## src/hdl/dhte_pkg.sv

```systemverilog
`default_nettype none

package dhte_pkg;

    localparam int MODE_W   = 2;
    localparam int KEY_W    = 16;
    localparam int PAY_W    = 8;
    localparam int STATUS_W = 3;
    localparam int SLOT_W   = 4;

    // Fixed part of the probe step
    localparam int STEP_BASE = 7;

    localparam logic [MODE_W-1:0] MODE_INSERT = 2'd0;
    localparam logic [MODE_W-1:0] MODE_SEARCH = 2'd1;
    localparam logic [MODE_W-1:0] MODE_DELETE = 2'd2;

    localparam logic [STATUS_W-1:0] RES_INSERTED  = 3'd0;
    localparam logic [STATUS_W-1:0] RES_DUPLICATE = 3'd1;
    localparam logic [STATUS_W-1:0] RES_FULL      = 3'd2;
    localparam logic [STATUS_W-1:0] RES_FOUND     = 3'd3;
    localparam logic [STATUS_W-1:0] RES_NOT_FOUND = 3'd4;
    localparam logic [STATUS_W-1:0] RES_DELETED   = 3'd5;

    typedef logic [1:0] t_slot_state;

    localparam t_slot_state SLOT_EMPTY    = 2'd0;
    localparam t_slot_state SLOT_DELETED  = 2'd1;
    localparam t_slot_state SLOT_OCCUPIED = 2'd2;

    // Controller to datapath
    typedef struct packed {
        logic clear;   // write one empty status entry, advance sweep
        logic load;    // capture the request
        logic start;   // load home slot, step and probe counter
        logic probe;   // issue reads and evaluate probes
    } t_cmd;

    // Datapath to controller
    typedef struct packed {
        logic clr_last;  // sweep is at the last slot
        logic done;      // probe sequence resolved, result captured
    } t_sts;

endpackage

`default_nettype wire

```

## src/hdl/dhte_if.sv

```systemverilog
`default_nettype none

interface dhte_req_if;
    logic                          valid;
    logic                          ready;
    logic [dhte_pkg::MODE_W-1:0]   mode;
    logic [dhte_pkg::KEY_W-1:0]    key;
    logic [dhte_pkg::PAY_W-1:0]    payload;

    modport source (output valid, output mode, output key, output payload, input ready);
    modport sink   (input valid, input mode, input key, input payload, output ready);
endinterface

interface dhte_rsp_if;
    logic                          valid;
    logic                          ready;
    logic [dhte_pkg::STATUS_W-1:0] status;
    logic [dhte_pkg::SLOT_W-1:0]   slot_index;

    modport source (output valid, output status, output slot_index, input ready);
    modport sink   (input valid, input status, input slot_index, output ready);
endinterface

`default_nettype wire

```

## src/hdl/dhte_ctrl.sv

```systemverilog
`default_nettype none

module dhte_ctrl (
    input  wire logic          i_clk,
    input  wire logic          i_rst_n,
    input  wire logic          i_req_valid,
    output logic               o_req_ready,
    output logic               o_rsp_valid,
    input  wire logic          i_rsp_ready,
    output dhte_pkg::t_cmd     o_cmd,
    input  wire dhte_pkg::t_sts i_sts
);

    typedef enum logic [6:0] {
        S_CLEAR = 7'b0000001,
        S_IDLE  = 7'b0000010,
        S_HASH1 = 7'b0000100,
        S_HASH2 = 7'b0001000,
        S_START = 7'b0010000,
        S_PROBE = 7'b0100000,
        S_RESP  = 7'b1000000
    } t_state;

    t_state r_state;
    t_state n_state;

    always_comb begin
        n_state = r_state;
        case (r_state)
            S_CLEAR: begin
                if (i_sts.clr_last) n_state = S_IDLE;
            end
            S_IDLE: begin
                if (i_req_valid) n_state = S_HASH1;
            end
            S_HASH1: n_state = S_HASH2;
            S_HASH2: n_state = S_START;
            S_START: n_state = S_PROBE;
            S_PROBE: begin
                if (i_sts.done) n_state = S_RESP;
            end
            S_RESP: begin
                if (i_rsp_ready) n_state = S_IDLE;
            end
            default: n_state = S_CLEAR;
        endcase
    end

    always_ff @(posedge i_clk) begin
        if (!i_rst_n) begin
            r_state <= S_CLEAR;
        end else begin
            r_state <= n_state;
        end
    end

    assign o_req_ready = (r_state == S_IDLE);
    assign o_rsp_valid = (r_state == S_RESP);

    always_comb begin
        o_cmd       = '0;
        o_cmd.clear = (r_state == S_CLEAR);
        o_cmd.load  = (r_state == S_IDLE) && i_req_valid;
        o_cmd.start = (r_state == S_START);
        o_cmd.probe = (r_state == S_PROBE);
    end

endmodule

`default_nettype wire

```

## src/hdl/dhte_datapath.sv

```systemverilog
`default_nettype none

module dhte_datapath #(
    parameter int TABLE_SIZE = 11
) (
    input  wire logic                            i_clk,
    input  wire logic                            i_rst_n,
    input  wire dhte_pkg::t_cmd                  i_cmd,
    output dhte_pkg::t_sts                       o_sts,
    input  wire logic [dhte_pkg::MODE_W-1:0]     i_mode,
    input  wire logic [dhte_pkg::KEY_W-1:0]      i_key,
    input  wire logic [dhte_pkg::PAY_W-1:0]      i_payload,
    output logic      [dhte_pkg::STATUS_W-1:0]   o_status,
    output logic      [dhte_pkg::SLOT_W-1:0]     o_slot_index
);

    localparam int IW         = $clog2(TABLE_SIZE);
    localparam int CW         = $clog2(TABLE_SIZE + 1);
    localparam int STEP_MOD   = TABLE_SIZE - dhte_pkg::STEP_BASE;
    // Reciprocals for the two constant remainders, quotient low by at most one
    localparam logic [31:0] RECIP_HOME = 32'((64'd1 << 32) / TABLE_SIZE);
    localparam logic [31:0] RECIP_STEP = 32'((64'd1 << 32) / STEP_MOD);
    localparam logic [31:0] HOME_DIV   = 32'(TABLE_SIZE);
    localparam logic [31:0] STEP_DIV   = 32'(STEP_MOD);
    localparam logic [IW:0] SIZE_X     = (IW+1)'(TABLE_SIZE);
    localparam logic [IW:0] STEP_MOD_X = (IW+1)'(STEP_MOD);
    localparam logic [IW:0] STEP_BASE_X = (IW+1)'(dhte_pkg::STEP_BASE);
    localparam logic [IW-1:0] LAST_SLOT = IW'(TABLE_SIZE - 1);
    localparam logic [CW-1:0] LAST_CNT  = CW'(TABLE_SIZE - 1);
    localparam logic [CW-1:0] FULL_CNT  = CW'(TABLE_SIZE);

    // Slot stores
    dhte_pkg::t_slot_state           mem_state   [TABLE_SIZE];
    logic [dhte_pkg::KEY_W-1:0]      mem_key     [TABLE_SIZE];
    logic [dhte_pkg::PAY_W-1:0]      mem_payload [TABLE_SIZE];

    // Request
    logic [dhte_pkg::MODE_W-1:0]     r_mode;
    logic [dhte_pkg::KEY_W-1:0]      r_key;
    logic [dhte_pkg::PAY_W-1:0]      r_payload;

    // Hash pipeline
    logic [dhte_pkg::KEY_W-1:0]      r_q_home;
    logic [dhte_pkg::KEY_W-1:0]      r_q_step;
    logic [IW:0]                     r_rem_home;
    logic [IW:0]                     r_rem_step;
    logic [47:0]                     w_prod_home;
    logic [47:0]                     w_prod_step;
    logic [31:0]                     w_diff_home;
    logic [31:0]                     w_diff_step;
    logic [IW:0]                     w_home;
    logic [IW:0]                     w_step;

    // Probe sequencer
    logic [IW-1:0]                   r_loc;
    logic [IW-1:0]                   r_step;
    logic [CW-1:0]                   r_cnt;
    logic                            r_pend;
    logic                            r_rd_last;
    logic [IW-1:0]                   r_eval_loc;
    dhte_pkg::t_slot_state           r_rd_state;
    logic [dhte_pkg::KEY_W-1:0]      r_rd_key;
    logic                            w_issue;
    logic [IW:0]                     w_loc_sum;
    logic [IW:0]                     w_loc_wrap;
    logic [IW-1:0]                   n_loc;

    // Clearing sweep
    logic [IW-1:0]                   r_clr_idx;

    // Evaluation
    logic                            w_occ;
    logic                            w_match;
    logic                            w_empty;
    logic                            w_resolve;
    logic                            w_done;
    logic                            w_hit;
    logic [dhte_pkg::STATUS_W-1:0]   w_res;
    logic                            w_wr_insert;
    logic                            w_wr_delete;

    logic                            w_st_we;
    logic [IW-1:0]                   w_st_waddr;
    dhte_pkg::t_slot_state           w_st_wdata;

    logic [15:0]                     w_idx_wide;
    logic [dhte_pkg::STATUS_W-1:0]   r_status;
    logic [dhte_pkg::SLOT_W-1:0]     r_slot_index;

    // ---------------- request capture and hashing ----------------
    always_ff @(posedge i_clk) begin
        if (i_cmd.load) begin
            r_mode    <= i_mode;
            r_key     <= i_key;
            r_payload <= i_payload;
        end
    end

    assign w_prod_home = 48'(r_key) * 48'(RECIP_HOME);
    assign w_prod_step = 48'(r_key) * 48'(RECIP_STEP);
    assign w_diff_home = 32'(r_key) - 32'(r_q_home) * HOME_DIV;
    assign w_diff_step = 32'(r_key) - 32'(r_q_step) * STEP_DIV;

    always_ff @(posedge i_clk) begin
        r_q_home   <= w_prod_home[47:32];
        r_q_step   <= w_prod_step[47:32];
        r_rem_home <= w_diff_home[IW:0];
        r_rem_step <= w_diff_step[IW:0];
    end

    // Fix up the remainder that came out one divisor too high
    assign w_home = (r_rem_home >= SIZE_X) ? r_rem_home - SIZE_X : r_rem_home;
    assign w_step = STEP_BASE_X
                  + ((r_rem_step >= STEP_MOD_X) ? r_rem_step - STEP_MOD_X : r_rem_step);

    // ---------------- probe address sequence ----------------
    assign w_issue    = i_cmd.probe && (r_cnt != FULL_CNT);
    assign w_loc_sum  = {1'b0, r_loc} + {1'b0, r_step};
    assign w_loc_wrap = (w_loc_sum >= SIZE_X) ? w_loc_sum - SIZE_X : w_loc_sum;
    assign n_loc      = w_loc_wrap[IW-1:0];

    always_ff @(posedge i_clk) begin
        if (i_cmd.start) begin
            r_loc  <= w_home[IW-1:0];
            r_step <= w_step[IW-1:0];
        end else if (w_issue) begin
            r_loc <= n_loc;
        end
        if (w_issue) begin
            r_eval_loc <= r_loc;
            r_rd_last  <= (r_cnt == LAST_CNT);
        end
    end

    always_ff @(posedge i_clk) begin
        if (!i_rst_n) begin
            r_cnt     <= '0;
            r_pend    <= 1'b0;
            r_clr_idx <= '0;
        end else begin
            if (i_cmd.start) begin
                r_cnt  <= '0;
                r_pend <= 1'b0;
            end else begin
                if (w_issue) r_cnt <= r_cnt + CW'(1);
                r_pend <= w_issue;
            end
            if (i_cmd.clear) begin
                r_clr_idx <= (r_clr_idx == LAST_SLOT) ? '0 : r_clr_idx + IW'(1);
            end
        end
    end

    // ---------------- slot stores ----------------
    always_ff @(posedge i_clk) begin
        r_rd_state <= mem_state[r_loc];
        r_rd_key   <= mem_key[r_loc];
    end

    always_ff @(posedge i_clk) begin
        if (w_st_we) mem_state[w_st_waddr] <= w_st_wdata;
    end

    always_ff @(posedge i_clk) begin
        if (w_wr_insert) begin
            mem_key[r_eval_loc]     <= r_key;
            mem_payload[r_eval_loc] <= r_payload;
        end
    end

    always_comb begin
        w_st_we    = i_cmd.clear || w_wr_insert || w_wr_delete;
        w_st_waddr = i_cmd.clear ? r_clr_idx : r_eval_loc;
        w_st_wdata = dhte_pkg::SLOT_EMPTY;
        if (w_wr_insert) w_st_wdata = dhte_pkg::SLOT_OCCUPIED;
        if (w_wr_delete) w_st_wdata = dhte_pkg::SLOT_DELETED;
    end

    // ---------------- probe evaluation ----------------
    assign w_occ     = (r_rd_state == dhte_pkg::SLOT_OCCUPIED);
    assign w_empty   = (r_rd_state == dhte_pkg::SLOT_EMPTY);
    assign w_match   = w_occ && (r_rd_key == r_key);
    assign w_resolve = i_cmd.probe && r_pend;

    always_comb begin
        w_done      = 1'b0;
        w_hit       = 1'b0;
        w_res       = dhte_pkg::RES_NOT_FOUND;
        w_wr_insert = 1'b0;
        w_wr_delete = 1'b0;
        case (r_mode)
            dhte_pkg::MODE_INSERT: begin
                if (!w_occ) begin
                    w_done      = 1'b1;
                    w_hit       = 1'b1;
                    w_res       = dhte_pkg::RES_INSERTED;
                    w_wr_insert = w_resolve;
                end else if (w_match) begin
                    w_done = 1'b1;
                    w_res  = dhte_pkg::RES_DUPLICATE;
                end else if (r_rd_last) begin
                    w_done = 1'b1;
                    w_res  = dhte_pkg::RES_FULL;
                end
            end
            dhte_pkg::MODE_SEARCH: begin
                if (w_empty) begin
                    w_done = 1'b1;
                end else if (w_match) begin
                    w_done = 1'b1;
                    w_hit  = 1'b1;
                    w_res  = dhte_pkg::RES_FOUND;
                end else if (r_rd_last) begin
                    w_done = 1'b1;
                end
            end
            dhte_pkg::MODE_DELETE: begin
                if (w_empty) begin
                    w_done = 1'b1;
                end else if (w_match) begin
                    w_done      = 1'b1;
                    w_hit       = 1'b1;
                    w_res       = dhte_pkg::RES_DELETED;
                    w_wr_delete = w_resolve;
                end else if (r_rd_last) begin
                    w_done = 1'b1;
                end
            end
            default: begin
                w_done = 1'b1;
            end
        endcase
        w_done = w_done && w_resolve;
    end

    assign w_idx_wide = w_hit ? 16'(r_eval_loc) : 16'd0;

    always_ff @(posedge i_clk) begin
        if (w_done) begin
            r_status     <= w_res;
            r_slot_index <= w_idx_wide[dhte_pkg::SLOT_W-1:0];
        end
    end

    assign o_sts.clr_last = i_cmd.clear && (r_clr_idx == LAST_SLOT);
    assign o_sts.done     = w_done;
    assign o_status       = r_status;
    assign o_slot_index   = r_slot_index;

endmodule

`default_nettype wire

```

## src/hdl/double_hash_table_engine.sv

```systemverilog
// Channel | Dir | Fields                   | Meaning
// i_req   | in  | mode, key, payload       | insert, search or delete request
// o_rsp   | out | status, slot_index       | one result per request
//
// After reset the slot status store is swept to empty, one slot per cycle,
// with i_req.ready low until the sweep reaches the last slot.
// A request goes from accept to the next ready through home/step hashing in
// S_HASH1, S_HASH2 and S_START, then one status/key memory read per probe
// (1 to TABLE_SIZE probes), then the evaluation and the result.
// One request is in flight at a time; the result holds until o_rsp.ready.
`default_nettype none

module double_hash_table_engine #(
    parameter int TABLE_SIZE = 11
) (
    input  wire logic  i_clk,
    input  wire logic  i_rst_n,
    dhte_req_if.sink   i_req,
    dhte_rsp_if.source o_rsp
);

    dhte_pkg::t_cmd w_cmd;
    dhte_pkg::t_sts w_sts;

    dhte_ctrl u_ctrl (
        .i_clk       (i_clk),
        .i_rst_n     (i_rst_n),
        .i_req_valid (i_req.valid),
        .o_req_ready (i_req.ready),
        .o_rsp_valid (o_rsp.valid),
        .i_rsp_ready (o_rsp.ready),
        .o_cmd       (w_cmd),
        .i_sts       (w_sts)
    );

    dhte_datapath #(
        .TABLE_SIZE (TABLE_SIZE)
    ) u_datapath (
        .i_clk        (i_clk),
        .i_rst_n      (i_rst_n),
        .i_cmd        (w_cmd),
        .o_sts        (w_sts),
        .i_mode       (i_req.mode),
        .i_key        (i_req.key),
        .i_payload    (i_req.payload),
        .o_status     (o_rsp.status),
        .o_slot_index (o_rsp.slot_index)
    );

endmodule

`default_nettype wire

```

## src/flat_wrapper.sv

```systemverilog
// flat-port wrapper written by rule: the top's interface ports become plain ports
module double_hash_table_engine_flat 
#(
    parameter int TABLE_SIZE = 11
)
  (i_clk, i_rst_n, i_req_valid, i_req_mode, i_req_key, i_req_payload, i_req_ready, o_rsp_valid, o_rsp_status, o_rsp_slot_index, o_rsp_ready);
  dhte_req_if i_req_i ();
  dhte_rsp_if o_rsp_i ();
  input  wire logic i_clk;
  input  wire logic i_rst_n;
  input wire logic [$bits(i_req_i.valid)-1:0] i_req_valid;
  input wire logic [$bits(i_req_i.mode)-1:0] i_req_mode;
  input wire logic [$bits(i_req_i.key)-1:0] i_req_key;
  input wire logic [$bits(i_req_i.payload)-1:0] i_req_payload;
  output wire logic [$bits(i_req_i.ready)-1:0] i_req_ready;
  output wire logic [$bits(o_rsp_i.valid)-1:0] o_rsp_valid;
  output wire logic [$bits(o_rsp_i.status)-1:0] o_rsp_status;
  output wire logic [$bits(o_rsp_i.slot_index)-1:0] o_rsp_slot_index;
  input wire logic [$bits(o_rsp_i.ready)-1:0] o_rsp_ready;
  assign i_req_i.valid = i_req_valid;
  assign i_req_i.mode = i_req_mode;
  assign i_req_i.key = i_req_key;
  assign i_req_i.payload = i_req_payload;
  assign i_req_ready = i_req_i.ready;
  assign o_rsp_valid = o_rsp_i.valid;
  assign o_rsp_status = o_rsp_i.status;
  assign o_rsp_slot_index = o_rsp_i.slot_index;
  assign o_rsp_i.ready = o_rsp_ready;
  double_hash_table_engine #(.TABLE_SIZE(TABLE_SIZE)) u_core (.i_clk(i_clk), .i_rst_n(i_rst_n), .i_req(i_req_i), .o_rsp(o_rsp_i));
endmodule
```

## config.mk

```make
export PLATFORM = sky130hd
export DESIGN_NAME = double_hash_table_engine_flat
export DESIGN_NICKNAME = d
export VERILOG_FILES = /design/src/hdl/dhte_pkg.sv /design/src/hdl/dhte_if.sv /design/src/hdl/dhte_ctrl.sv /design/src/hdl/dhte_datapath.sv /design/src/hdl/double_hash_table_engine.sv /design/src/flat_wrapper.sv
export SDC_FILE = /design/constraint.sdc
export NUM_CORES = 1
export LEC_CHECK = 0
export BUFFER_PORTS_ARGS = -buffer_cell sky130_fd_sc_hd__buf_2
export CORE_ASPECT_RATIO = 0.6
export CORE_MARGIN = 2
export CORE_UTILIZATION = 32
export DETAILED_ROUTE_END_ITERATION = 16
export GPL_ROUTABILITY_DRIVEN = 0
export PLACE_DENSITY = 0.53
export SYNTH_ARGS = -nofsm -noshare
export SYNTH_HDL_FRONTEND = slang
export SYNTH_HIERARCHICAL = 1
export SYNTH_SLANG_ARGS = --single-unit
```

## constraint.sdc

```tcl
create_clock -name i_clk -period 5 [get_ports i_clk]
set_clock_uncertainty 0.15 [all_clocks]
set_input_delay 0.25 -clock i_clk [delete_from_list [all_inputs] [get_ports i_clk]]
set_output_delay 0.25 -clock i_clk [all_outputs]
set_load 0.005 [all_outputs]
```

After elaboration in Yosys (flattened, before gate mapping)
Memory sizes are Yosys's and may differ from the RTL's. A register that Yosys moved wholly into a read port is not among the register bits.
Cells that the tools add are included.
{"block": "op_classes", "order_cmp": 3, "n_mux": 40, "eq_ne": 18, "multipliers": 2, "addsub": 9, "n_bitwise": 1, "n_reduce_logical": 14}
{"op": "7-bit one-hot mux with 7 select lines", "n": 1}
{"op": "16-bit by 27-bit multiplier with 43-bit output (second input constant)", "n": 1}
{"op": "4-bit two-way mux", "n": 7}
{"op": "7-bit two-way mux", "n": 4}
{"op": "1-bit two-way mux", "n": 18}
{"op": "16-bit == test", "n": 1}
{"op": "3-bit two-way mux", "n": 5}
{"op": "13-bit by 4-bit multiplier with 5-bit output (second input constant)", "n": 1}
{"op": "5-bit by 4-bit greater-or-equal comparator with 1-bit output (second input constant)", "n": 2}
{"op": "5-bit subtractor", "n": 2}
{"op": "3-bit one-hot mux with 3 select lines", "n": 1}
{"op": "4-bit by 1-bit adder with 4-bit output (second input constant)", "n": 2}
{"op": "4-bit == test (second input constant)", "n": 2}
{"op": "4-bit subtractor (second input constant)", "n": 2}
{"op": "7-bit by 1-bit == test with 1-bit output (second input constant)", "n": 1}
{"op": "7-bit by 2-bit == test with 1-bit output (second input constant)", "n": 1}
{"op": "7-bit by 3-bit == test with 1-bit output (second input constant)", "n": 1}
{"op": "7-bit by 4-bit == test with 1-bit output (second input constant)", "n": 1}
{"op": "7-bit by 5-bit == test with 1-bit output (second input constant)", "n": 1}
{"op": "7-bit by 6-bit == test with 1-bit output (second input constant)", "n": 1}
{"op": "7-bit == test (second input constant)", "n": 1}
{"op": "1-bit logical AND", "n": 6}
{"op": "2-bit by 1-bit != test with 1-bit output (second input constant)", "n": 3}
{"op": "4-bit by 4-bit adder with 5-bit output", "n": 1}
{"op": "other kinds (15)", "n": 21}
{"block": "totals", "n_memories": 2, "reg_bits": 80, "ramBits": 198, "out_inout_bits": 9, "inputBits": 30}
{"name": "u_core.u_datapath.mem_key", "words": 11, "word_bits": 16, "read_ports": 1, "rd_clocked_by_memory_dff": 1, "wr": 1, "line_no": "dhte_datapath.sv:34", "rtl": "logic [dhte_pkg::KEY_W-1:0] mem_key [TABLE_SIZE];"}
{"name": "u_core.u_datapath.mem_state", "words": 11, "word_bits": 2, "read_ports": 1, "rd_clocked_by_memory_dff": 1, "wr": 1, "line_no": "dhte_datapath.sv:33", "rtl": "dhte_pkg::t_slot_state mem_state [TABLE_SIZE];"}

Longest topological paths before layout
Gate-level depths: netlist of run 1.
{"block": "depth", "ltp_word": 8, "mapped_depth": 19}

Cells and area by module
The synthesis of run 1 kept the hierarchy.
{"module": "dhte_datapath", "cells_each": 1047, "area_each_um2": 15313.4, "n_inst": 1}
{"module": "dhte_ctrl", "cells_each": 53, "area_each_um2": 414.1, "n_inst": 1}

Worst setup path before layout of run 1
Ideal clock, no wire load.
{"block": "synth_timing", "path_kind": "reg2reg", "startpoint": "reg u_core/u_datapath/r_key[14] in the netlist's numbering", "endpoint": "reg u_core/u_datapath/r_q_home[4] in the netlist's numbering", "arrival_ns": 5.174, "required_time_ns": 4.729, "stages_incl_launch_ff": 18, "n_path_buf": 0, "setup_slack_ns": -0.445, "setup_time_ns": 0.121, "cell_sequence": "edfxtp_1 -> fa_1 -> fa_1 -> inv_1 -> fa_1 -> fa_1 -> inv_1 -> fa_1 -> inv_1 -> fa_1 -> inv_1 -> ha_1 -> nand4_1 -> nor2_1 -> nand2_1 -> a211oi_1 -> o21ai_0 -> xnor2_1"}
{"block": "synth_between", "elab_chain_len": 1}
{"element": "start: declaration", "line_no": "dhte_datapath.sv:39", "rtl": "logic [dhte_pkg::KEY_W-1:0] r_key;"}
{"element": "start signal: assignment", "line_no": "dhte_datapath.sv:94", "rtl": "r_key <= i_key;"}
{"element": "16-bit by 27-bit multiplier with 43-bit output", "line_no": "dhte_datapath.sv:99", "rtl": "assign w_prod_home = 48'(r_key) * 48'(RECIP_HOME);"}
{"element": "via u_core.u_datapath.w_prod_home[36]", "line_no": "dhte_datapath.sv:47", "rtl": "logic [47:0] w_prod_home;"}
{"element": "end signal: assignment", "line_no": "dhte_datapath.sv:105", "rtl": "r_q_home <= w_prod_home[47:32];"}
{"element": "end: declaration", "line_no": "dhte_datapath.sv:43", "rtl": "logic [dhte_pkg::KEY_W-1:0] r_q_home;"}
The timed path passes the listed nets, and every way through them passes these cells.
A chain may end at the register's enable or synchronous reset.

Worst setup path in the final report of run 1
{"block": "layout_timing", "startpoint": "reg u_core/u_datapath/r_key[14] in the netlist's numbering", "endpoint": "reg u_core/u_datapath/r_q_home[2] in the netlist's numbering"}
Same word-level chain as after synthesis.

==> metrics.md, run 1 <==
| Metric | Value |
|---|---|
| Worst reg-to-reg path cell count | `18` |
| Synth Instances | `1,100` |
| Rel. slew slack | `0.261` |
| R2r endpoint | `u_core/u_datapath/r_q_home[2]$_DFF_P_` |
| CP Launch Type | `flip-flop` |
| Clk buf depth | `3` |
| Outcome | `finished, violations left` |
| Mapped Area | `15,700 µm²` |
| Hold crit path type | `in2reg` |
| Final worst slack | `-244 ps` |
| Vias | `9,149` |
| Root Driver | `clkbuf_16` |
| Total congestion overflow | `0` |
| Post-synth ARST share | `0` |
| Drt initial violations | `594` |
| Number of global-route vias before repair | `9,446` |
| # IOs | `39` |
| H-Tree Depth | `1` |
| Synth-to-layout area growth | `20.0%` |
| Dominant synthesized flop cell | `edfxtp_1` |
| Filler instances | `4,483` |
| Clk slew on worst S/H paths | `70 ps` |
| Clock sinks | `288` |
| Critical path peak fanout | `7` |
| FF-to-FF setup slack | `-240 ps` |
| Tcrit/Tclk final | `1.05` |
| Crit path kind | `reg2reg` |
| WL final | `36.1 mm` |
| Multi-input gate area in the final layout | `7120 µm²` |
| Worst EP required | `5310 ps` |
| Syn nets | `1,345` |
| Core area | `48,200 µm²` |
| Avg Inst Size Synth | `14.3 µm²` |
| R2R Path Start | `u_core/u_datapath/r_key[14]$_DFFE_PP_` |
| Layout Nets | `1,514` |
| Die Y | `176 µm` |
| Peak supply drop | `0.172 mV` |
| WHS Path Cells | `2` |
| Initial antenna violation count | `2` |
| Tightest Pin Transition | `1110 ps` |
| Pre-CTS WS | `-381 ps` |
| Final core occ | `0.392` |
| Synth Warn # | `6` |
| Pleak | `7.40 nW` |
| Hold Startpoint | `i_req_key[2]` |
| Synth Register Bits | `288` |
| Largest net degree at the start of global routing | `38` |
| Post-route antenna net violation count | `0` |
| Max-cap violations | `0` |
| Number of flops mapped to enable cells by yosys | `236` |
| Inserted Diodes | `0` |
| Fin Setup TNS | `-1060 ps` |
| # setup viols final | `5` |
| Max Fclk | `191 MHz` |
| Later-pin clock latency in the skew report | `570 ps` |
| Pwr dens | `257 nW/µm²` |
| Failing checks | `setup timing` |
| Share of the yosys chip area belonging to registers | `0.517` |
| Min cycle time layout | `5240 ps` |
| Initial Util | `0.326` |
| Die X | `290 µm` |
| GRT Overall Usage | `0.144` |
| Port bufs | `30` |
| First-pass GRT wire length | `56.4 mm` |
| DR DRC count | `0` |
| DR WL/cell | `18.7 µm` |
| Tot Pwr | `0.00485 W` |
| Crit. End Element | `flip-flop` |
| Seq. cell area | `8130 µm²` |
| Yosys cell types | `60` |
| CTS tree | `built` |
| Layout cell share with drive strength beyond 1 | `0.241` |
| Post-DP HPWL | `25.8 mm` |
| Max-slew violations | `0` |
| Hold path endpoint | `u_core/u_datapath/r_key[2]$_DFFE_PP_` |
| Die area | `51,000 µm²` |
| RSZ-0062 raised after global routing | `true` |
| Initial DRT Pass Iterations | `5` |
| Hold_ws | `240 ps` |
| Total CTS buffers | `29` |
| Routed vias/inst | `4.74` |
| Endpoints failing hold | `0` |
| Row count | `62` |
| Crit path DAT | `5550 ps` |
[cell families after synthesis]
logic type,Yosys count,share of synthesized area
AND/OR/NAND/NOR,168,0.0554
adder cells (fa/ha/maj),215,0.215
multiplexers,78,0.0941
buffers and inverters,200,0.0495
XOR/XNOR,50,0.0278
flip-flops,288,0.517
AO/OA/AOI/OAI,101,0.0410
[power by group]
part / switching (W) / total, W / internal [W] / leakage (nW)
logic: 0.0000197 / 0.0000452 / 0.0000255 / 4.38
clock network: 0.000947 / 0.00223 / 0.00128 / 0.464
registers: 0.00000412 / 0.00257 / 0.00257 / 2.56
total: 0.000971 / 0.00485 / 0.00388 / 7.40
[cells in the final DEF (no fill, tap or decap), types with 8 or more instances in the layout]
cell type / count
nor2_1: 32
xnor2_1: 41
inv_1: 173
a21oi_1: 27
mux2_2: 19
dlygate4sd3_1: 21
mux4_2: 54
nor3_1: 16
nand3_1: 13
fa_1: 90
edfxtp_1: 236
dfxtp_1: 52
nand2_1: 31
ha_4: 10
ha_1: 110
and2_1: 9
inv_2: 8
clkbuf_16: 29
nor2_2: 10
o21ai_0: 14
nand4_1: 11
buf_2: 30
xor2_1: 9
buf_4: 105
[cells in the mapped netlist, types with 3 or more instances]
library cell,number,area (µm²)
fa_1,93,1860
ha_1,122,1530
edfxtp_1,236,7090
nor3_1,19,95.1
nand3_1,15,75.1
mux4_2,54,1220
clkbuf_1,6,22.5
nand3b_1,4,30.0
mux2_2,19,214
mux2i_1,5,50.1
o21ai_0,20,100
dfxtp_1,52,1040
a21o_1,7,52.6
o21a_1,6,45.0
buf_1,4,15.0
xor2_1,9,78.8
a211oi_1,11,82.6
inv_1,181,679
xnor2_1,41,359
o22ai_1,3,18.8
nor3b_1,7,52.6
and2_1,9,56.3
buf_2,4,20.0
nand2b_1,7,43.8
nand4_1,11,68.8
o21bai_1,4,30.0
a21oi_1,29,145
nand2_1,32,120
nand4b_1,4,35.0
nor2_1,42,158
buf_4,4,30.0
nor2b_1,5,31.3
[flip-flops by register name, summed over array words and instances, names as in the netlist]
register                        cells
u_core/u_datapath/r_clr_idx         4
u_core/u_datapath/r_rd_state        2
u_core/u_datapath/mem_key         176
u_core/u_datapath/r_mode            2
u_core/u_datapath/r_rd_last         1
u_core/u_datapath/r_loc             4
u_core/u_datapath/r_q_home          5
u_core/u_datapath/r_q_step          3
u_core/u_datapath/r_step            4
u_core/u_datapath/r_key            16
u_core/u_datapath/r_rem_step        5
u_core/u_datapath/r_eval_loc        4
u_core/u_datapath/mem_state        22
u_core/u_datapath/r_rem_home        5
u_core/u_datapath/o_status          3
u_core/u_datapath/o_slot_index      4
u_core/u_datapath/r_rd_key         16
u_core/u_ctrl/r_state               7
u_core/u_datapath/r_pend            1
u_core/u_datapath/r_cnt             4
[worst max path at each step]
stage	startpoint	endpoint	slack, ps	cells past startpoint
after floorplan	u_core/u_datapath/r_key[6]$_DFFE_PP_	u_core/u_datapath/r_q_home[2]$_DFF_P_	-70	17
after global placement	u_core/u_datapath/r_key[5]$_DFFE_PP_	u_core/u_datapath/r_q_home[0]$_DFF_P_	-410	14
after detailed placement	u_core/u_datapath/r_key[15]$_DFFE_PP_	u_core/u_datapath/r_q_home[2]$_DFF_P_	-380	17
after CTS	u_core/u_datapath/r_key[5]$_DFFE_PP_	u_core/u_datapath/r_q_home[2]$_DFF_P_	-250	17
after global routing	u_core/u_datapath/r_key[14]$_DFFE_PP_	u_core/u_datapath/r_q_home[2]$_DFF_P_	-440	18
final	u_core/u_datapath/r_key[14]$_DFFE_PP_	u_core/u_datapath/r_q_home[2]$_DFF_P_	-240	18
[layer usage]
| metal | part of all wire | routed length, µm | GRT usage | vias to the layer above |
|---|---|---|---|---|
| li1 | - | - | - | 4270 |
| met2 | 0.42 | 15000 | 0.207 | 147 |
| met4 | 0.011 | 413 | 0.0211 | 0 |
| met1 | 0.53 | 19000 | 0.228 | 4695 |
| met3 | 0.046 | 1650 | 0.0268 | 37 |
| met5 | 0 | 0 | 0 | - |
[worst max-delay path: stages (launching register included)]
cell	delay, ps
edfxtp_1	480
buf_6	160
fa_1	480
fa_1	490
inv_1	50
fa_1	460
fa_1	490
inv_1	50
fa_1	470
inv_1	50
fa_1	510
inv_2	60
ha_4	300
nand4_1	140
nor2_2	180
nand2_4	100
a211oi_4	220
a311oi_1	140
xnor2_1	140
[what timing repair did]
item                                    in CTS  in global routing
hold endpoints to repair                    32                  0
pin swaps                                   15                 14
endpoints found under the setup margin       5                  5
hold buffers                                21                  0
gates resized for setup                     13                 15
buffers inserted                             5                  1
[area by class of cell]
class | instances | area share
Multi-Input combinational cell | 612 | 0.377
Timing Repair Buffer | 157 | 0.0615
Inverter | 181 | 0.0360
Clock buffer | 32 | 0.0390
Tap cell | 640 | 0.0424
Clock inverter | 22 | 0.0130
Sequential cell | 288 | 0.431
[stage by stage]
step / cell area [µm²] / cells
floorplan: 15900 / 1100
global placement: 17500 / 1851
detailed placement: 17500 / 1851
CTS: 18800 / 1931
global route: 18900 / 1932
finish: 18900 / 1932
No activity file was read; power rests on OpenSTA's default activity.
==> inputs of run 2 (changes only) <==
--- a/config.mk
+++ b/config.mk
@@ -8,10 +8,10 @@
 export BUFFER_PORTS_ARGS = -buffer_cell sky130_fd_sc_hd__buf_2
 export CORE_ASPECT_RATIO = 0.6
 export CORE_MARGIN = 2
-export CORE_UTILIZATION = 32
+export CORE_UTILIZATION = 43
 export DETAILED_ROUTE_END_ITERATION = 16
 export GPL_ROUTABILITY_DRIVEN = 0
-export PLACE_DENSITY = 0.53
+export PLACE_DENSITY = 0.66
 export SYNTH_ARGS = -nofsm -noshare
 export SYNTH_HDL_FRONTEND = slang
 export SYNTH_HIERARCHICAL = 1
==> metrics.md, run 2 (same netlist as run 1, synthesis figures left out) <==
| Metric | Value |
|---|---|
| GRT Overall Usage | `0.184` |
| Clk buf depth | `3` |
| R2r endpoint | `u_core/u_datapath/r_q_home[2]$_DFF_P_` |
| Inserted Diodes | `0` |
| Crit path kind | `reg2reg` |
| Largest net degree at the start of global routing | `51` |
| Layout Nets | `1,522` |
| Endpoints failing hold | `0` |
| Number of global-route vias before repair | `9,355` |
| Tcrit/Tclk final | `1.05` |
| First-pass GRT wire length | `54.2 mm` |
| Filler instances | `3,050` |
| Critical path, cell by cell | `fa_1, inv_1, fa_1, inv_2, fa_1, fa_1, inv_2, fa_1, fa_1, inv_2, ha_4, nand4_1, nor2_2, nand2_2, a211oi_4, a311oi_2, xnor2_1` |
| Initial Util | `0.434` |
| Worst reg-to-reg path cell count | `17` |
| DR DRC count | `0` |
| Crit path DAT | `5540 ps` |
| Crit path top cell by count | `fa_1` |
| Rel. slew slack | `0.228` |
| Final worst slack | `-267 ps` |
| Core area | `36,200 µm²` |
| Routed vias/inst | `5.19` |
| Port bufs | `30` |
| Worst EP required | `5280 ps` |
| Min cycle time layout | `5270 ps` |
| Max Fclk | `190 MHz` |
| Post-route antenna net violation count | `0` |
| Max-slew violations | `0` |
| Hold Startpoint | `i_req_mode[0]` |
| Die X | `251 µm` |
| Critical path peak fanout | `5` |
| Pleak | `7.42 nW` |
| Initial antenna violation count | `0` |
| Total CTS buffers | `27` |
| Drt initial violations | `703` |
| WHS Path Cells | `2` |
| Tightest Pin Transition | `1160 ps` |
| Commonest non-fill, non-tap cells in the layout | `edfxtp_1, inv_1, buf_4` |
| Initial DRT Pass Iterations | `5` |
| # IOs | `39` |
| # setup viols final | `5` |
| Final core occ | `0.516` |
| Peak supply drop | `0.260 mV` |
| Total congestion overflow | `0` |
| Leading cell type in the layout, fill and taps excluded | `edfxtp_1` |
| Later-pin clock latency in the skew report | `550 ps` |
| Crit path buffers/inverters | `4` |
| R2R Path Start | `u_core/u_datapath/r_key[6]$_DFFE_PP_` |
| Finished Cell Area | `18,700 µm²` |
| FF-to-FF setup slack | `-270 ps` |
| Pwr dens | `250 nW/µm²` |
| RSZ-0062 raised after global routing | `true` |
| Max-cap violations | `0` |
| Fin Setup TNS | `-1070 ps` |
| Tot Pwr | `0.00466 W` |
| Failing checks | `setup timing` |
| Hold path endpoint | `u_core/u_datapath/r_mode[0]$_DFFE_PP_` |
| Root Driver | `clkbuf_16` |
| CP Launch Type | `flip-flop` |
| Hold_ws | `266 ps` |
| Post-DP HPWL | `24.4 mm` |
| CP top delay family | `adder cells` |
| WL final | `34.0 mm` |
| Row count | `54` |
| Clk slew on worst S/H paths | `70 ps` |
| Layout cell share with drive strength beyond 1 | `0.242` |
| Crit. End Element | `flip-flop` |
| Synth-to-layout area growth | `18.7%` |
| Vias | `9,199` |
| Worst path slowest cell | `fa_1` |
| CTS tree | `built` |
| Die area | `38,200 µm²` |
| H-Tree Depth | `1` |
| Clock sinks | `288` |
| Area of placed instances | `17,300 µm²` |
| Most flops, register | `u_core/u_datapath/mem_key` |
| Outcome | `finished, violations left` |
| Biggest regs | `u_core/u_datapath/mem_key x176, u_core/u_datapath/mem_state x22` |
| Die Y | `152 µm` |
| Max reg flops | `176` |
| Hold crit path type | `in2reg` |
| Worst path max stage delay | `560 ps` |
| DR WL/cell | `19.2 µm` |
## run 2: changes by cell type in the layout (fill, tap and decap cells not counted), moves of 3 or more
cell and delta:
clkinvlp_4 -4, buf_4 +9, nor2_1 +7, clkinv_1 -4, clkbuf_8 +7, bufinv_16 -3
nor2_2 -7
## run 2: layer usage
metal / GRT usage / share of wire / vias up
li1: - / - / 4276
met1: 0.292 / 0.49 / 4671
met2: 0.272 / 0.44 / 228
met3: 0.0280 / 0.057 / 24
met4: 0.0275 / 0.0096 / 0
met5: 0 / 0 / -
## run 2: worst register-to-register path, cell delays in order, from the launching register on
cell,delay [ps]
edfxtp_1,460
fa_1,560
inv_1,50
fa_1,520
inv_2,50
fa_1,460
fa_1,510
inv_2,40
fa_1,460
fa_1,520
inv_2,50
ha_4,290
nand4_1,140
nor2_2,160
nand2_2,120
a211oi_4,320
a311oi_2,150
xnor2_1,140
## run 2: how the worst max path moves through the flow
stage / startpoint / endpoint / slack, ps / cells past startpoint
finish: u_core/u_datapath/r_key[6]$_DFFE_PP_ / u_core/u_datapath/r_q_home[2]$_DFF_P_ / -270 / 17
global route: u_core/u_datapath/r_key[6]$_DFFE_PP_ / u_core/u_datapath/r_q_home[2]$_DFF_P_ / -410 / 17
CTS: u_core/u_datapath/r_key[6]$_DFFE_PP_ / u_core/u_datapath/r_q_home[0]$_DFF_P_ / -210 / 16
detailed placement: u_core/u_datapath/r_key[6]$_DFFE_PP_ / u_core/u_datapath/r_q_home[4]$_DFF_P_ / -320 / 17
global placement: u_core/u_datapath/r_key[14]$_DFFE_PP_ / u_core/u_datapath/r_q_home[4]$_DFF_P_ / -290 / 16
floorplan: u_core/u_datapath/r_key[6]$_DFFE_PP_ / u_core/u_datapath/r_q_home[2]$_DFF_P_ / -70 / 17
## run 2: final cells by class
cell class | instances | area, µm² | area share
Clock buffer | 38 | 787 | 0.0422
Clock inverter | 12 | 111 | 0.00596
Inverter | 181 | 679 | 0.0364
Multi-Input combinational cell | 612 | 7130 | 0.382
Sequential cell | 288 | 8130 | 0.435
Tap cell | 476 | 596 | 0.0319
Timing Repair Buffer | 167 | 1240 | 0.0663
## run 2: stage by stage
stage	instances	worst slack, ps
CTS	1766	-206
detailed placement	1683	-320
global route	1774	-413
finish	1774	-267
floorplan	1100	-71.9
global placement	1683	-290
## run 2: power by group
part	switching (W)	total, W	internal, W	leakage (nW)
registers	0.00000428	0.00257	0.00257	2.56
logic	0.0000209	0.0000464	0.0000255	4.42
clock network	0.000884	0.00204	0.00116	0.443
## run 2: timing repair
| action | CTS | global route |
|---|---|---|
| endpoints found under the hold margin | 29 | 0 |
| hold buffers | 21 | 0 |
| pin swaps | 27 | 11 |
| endpoints found under the setup margin | 5 | 5 |
| resized for setup | 24 | 5 |
| setup buffers | 12 | 8 |
==> inputs of run 3 (changes only) <==
--- a/config.mk
+++ b/config.mk
@@ -9,9 +9,11 @@
 export CORE_ASPECT_RATIO = 0.6
 export CORE_MARGIN = 2
 export CORE_UTILIZATION = 43
+export CTS_CLUSTER_DIAMETER = 60
 export DETAILED_ROUTE_END_ITERATION = 16
 export GPL_ROUTABILITY_DRIVEN = 0
 export PLACE_DENSITY = 0.66
+export SKIP_LAST_GASP = 1
 export SYNTH_ARGS = -nofsm -noshare
 export SYNTH_HDL_FRONTEND = slang
 export SYNTH_HIERARCHICAL = 1
==> constraint.sdc (replaced) <==
create_clock -name i_clk -period 5 [get_ports i_clk]
set_clock_uncertainty 0.15 [all_clocks]
set_input_delay 0.25 -clock i_clk [delete_from_list [all_inputs] [get_ports i_clk]]
set_output_delay 0.25 -clock i_clk [all_outputs]
set_load 0.1 [all_outputs]
==> metrics.md, run 3 (same netlist as run 1, synthesis figures left out) <==
| Metric | Value |
|---|---|
| Outcome | `finished, violations left` |
| Failing checks | `setup timing` |
| Crit. End Element | `flip-flop` |
| Sw power | `0.000905 W` |
| Int Power | `0.00375 W` |
| R2R Path Start | `u_core/u_datapath/r_key[6]$_DFFE_PP_` |
| Total congestion overflow | `0` |
| Drt initial violations | `644` |
| Max-slew violations | `0` |
| Combinational Power Share | `0.010` |
| Routed vias/inst | `5.18` |
| Clk buf depth | `3` |
| Vias | `9,174` |
| Initial DRT Pass Iterations | `5` |
| Sequential Power Share | `0.552` |
| Endpoints failing hold | `0` |
| Pleak | `7.41 nW` |
| Clock network power share | `0.438` |
| Initial antenna violation count | `0` |
| Port bufs | `30` |
| DR WL/cell | `19.1 µm` |
| Max-cap violations | `0` |
| Worst EP required | `5270 ps` |
| Post-route antenna net violation count | `0` |
| Hold Startpoint | `i_req_mode[0]` |
| Biggest regs | `u_core/u_datapath/mem_key x176, u_core/u_datapath/mem_state x22` |
| Number of global-route vias before repair | `9,350` |
| Layout cell share with drive strength beyond 1 | `0.243` |
| Hold crit path type | `in2reg` |
| Commonest non-fill, non-tap cells in the layout | `edfxtp_1, inv_1, buf_4` |
| Die Y | `152 µm` |
| Critical path peak fanout | `5` |
| Rel. slew slack | `0.210` |
| Largest net degree at the start of global routing | `51` |
| Hold path endpoint | `u_core/u_datapath/r_mode[0]$_DFFE_PP_` |
| CTS tree | `built` |
| Clock sinks | `288` |
| Inserted Diodes | `0` |
| Layout Nets | `1,520` |
| CP Launch Type | `flip-flop` |
| Sw frac | `0.194` |
| First-pass GRT wire length | `54.2 mm` |
| GRT Overall Usage | `0.184` |
| Post-DP HPWL | `24.4 mm` |
| Tcrit/Tclk final | `1.05` |
| Row count | `54` |
| Crit path DAT | `5510 ps` |
| Peak supply drop | `0.262 mV` |
| WHS Path Cells | `2` |
| Final core occ | `0.516` |
| # IOs | `39` |
| Leading cell type in the layout, fill and taps excluded | `edfxtp_1` |
| Crit path kind | `reg2reg` |
| Min cycle time layout | `5240 ps` |
| H-Tree Depth | `1` |
| WL final | `33.9 mm` |
| Tightest Pin Transition | `1180 ps` |
| Clk slew on worst S/H paths | `70 ps` |
| Pwr dens | `250 nW/µm²` |
| R2r endpoint | `u_core/u_datapath/r_q_home[2]$_DFF_P_` |
| Later-pin clock latency in the skew report | `550 ps` |
| Die X | `251 µm` |
| Tot Pwr | `0.00466 W` |
| Synth-to-layout area growth | `18.7%` |
| Core area | `36,200 µm²` |
| Die area | `38,200 µm²` |
| Initial Util | `0.434` |
| Max reg flops | `176` |
| Final worst slack | `-240 ps` |
| DR DRC count | `0` |
| FF-to-FF setup slack | `-240 ps` |
| Worst reg-to-reg path cell count | `17` |
| RSZ-0062 raised after global routing | `true` |
| # setup viols final | `5` |
| Total CTS buffers | `27` |
| Most flops, register | `u_core/u_datapath/mem_key` |
| Max Fclk | `191 MHz` |
| Root Driver | `clkbuf_16` |
run 3: cell count changes in the layout (fill, tap and decap cells not counted), sizes merged:
cell	previous run	this run
buf	146	144
clkbuf	38	39
clkinv	8	9
clkinvlp	1	0
inv	183	182
run 3: cell type report:
class                   instances  area (µm²)
clock inverters                11         111
fillers                      3054       17500
clock buffers                  39         791
well taps                     476         596
inverters                     181         679
repair buffers                165        1220
multi-input cells             612        7140
flip-flops and latches        288        8130
run 3: worst max path at each step:
stage / slack (ps) / end / depth (start not counted) / start
floorplan: -70 / u_core/u_datapath/r_q_home[2]$_DFF_P_ / 17 / u_core/u_datapath/r_key[6]$_DFFE_PP_
global placement: -290 / u_core/u_datapath/r_q_home[4]$_DFF_P_ / 16 / u_core/u_datapath/r_key[14]$_DFFE_PP_
detailed placement: -320 / u_core/u_datapath/r_q_home[4]$_DFF_P_ / 17 / u_core/u_datapath/r_key[6]$_DFFE_PP_
CTS: -200 / u_core/u_datapath/r_q_home[0]$_DFF_P_ / 16 / u_core/u_datapath/r_key[6]$_DFFE_PP_
global route: -390 / u_core/u_datapath/r_q_home[2]$_DFF_P_ / 17 / u_core/u_datapath/r_key[6]$_DFFE_PP_
finish: -240 / u_core/u_datapath/r_q_home[2]$_DFF_P_ / 17 / u_core/u_datapath/r_key[6]$_DFFE_PP_
run 3: worst max-delay path, cell delays in order (launching register included):
cell and delay, ps:
edfxtp_1 460, fa_1 560, inv_1 50, fa_1 520, inv_2 50, fa_1 460, fa_1 510, inv_2 40
fa_1 460, fa_1 520, inv_2 50, ha_4 290, nand4_1 120, nor2_2 160, nand2_2 110, a211oi_4 320
a311oi_2 150, xnor2_1 140
run 3: power groups by stage:
stage          logic [W]  registers, W  clock network [W]
6_report       0.0000463       0.00257            0.00204
5_1_grt        0.0000504       0.00257            0.00218
4_1_cts        0.0000466       0.00257            0.00209
3_5_place_dp   0.0000332       0.00262                  0
3_3_place_gp   0.0000321       0.00262                  0
2_1_floorplan  0.0000173       0.00262                  0
run 3: timing repair:
action                     in CTS  in global routing
gates cloned                    0                  0
resized for setup              24                  9
setup endpoints to repair       5                  5
hold endpoints to repair       29                  0
setup buffers                  12                  6
pin swaps                      27                 13
hold buffers                   21                  0
run 3: per-layer routing:
layer / share of wire / track usage / wire length (µm)
met1: 0.49 / 0.292 / 16600
met2: 0.44 / 0.272 / 14900
met3: 0.061 / 0.0277 / 2050
met4: 0.010 / 0.0275 / 350
met5: 0 / 0 / 0
run 3: per-stage QoR:
step | TNS [ps] | std cells | hold slack [ps] | cell area, µm² | worst slack, ps
2_1_floorplan | -195 | 1100 | 199 | 15900 | -71.9
3_3_place_gp | -1330 | 1683 | 272 | 17300 | -290
3_5_place_dp | -1410 | 1683 | 276 | 17300 | -320
4_1_cts | -883 | 1766 | 239 | 18600 | -203
5_1_grt | -1790 | 1772 | 250 | 18700 | -389
6_report | -1030 | 1772 | 266 | 18700 | -240
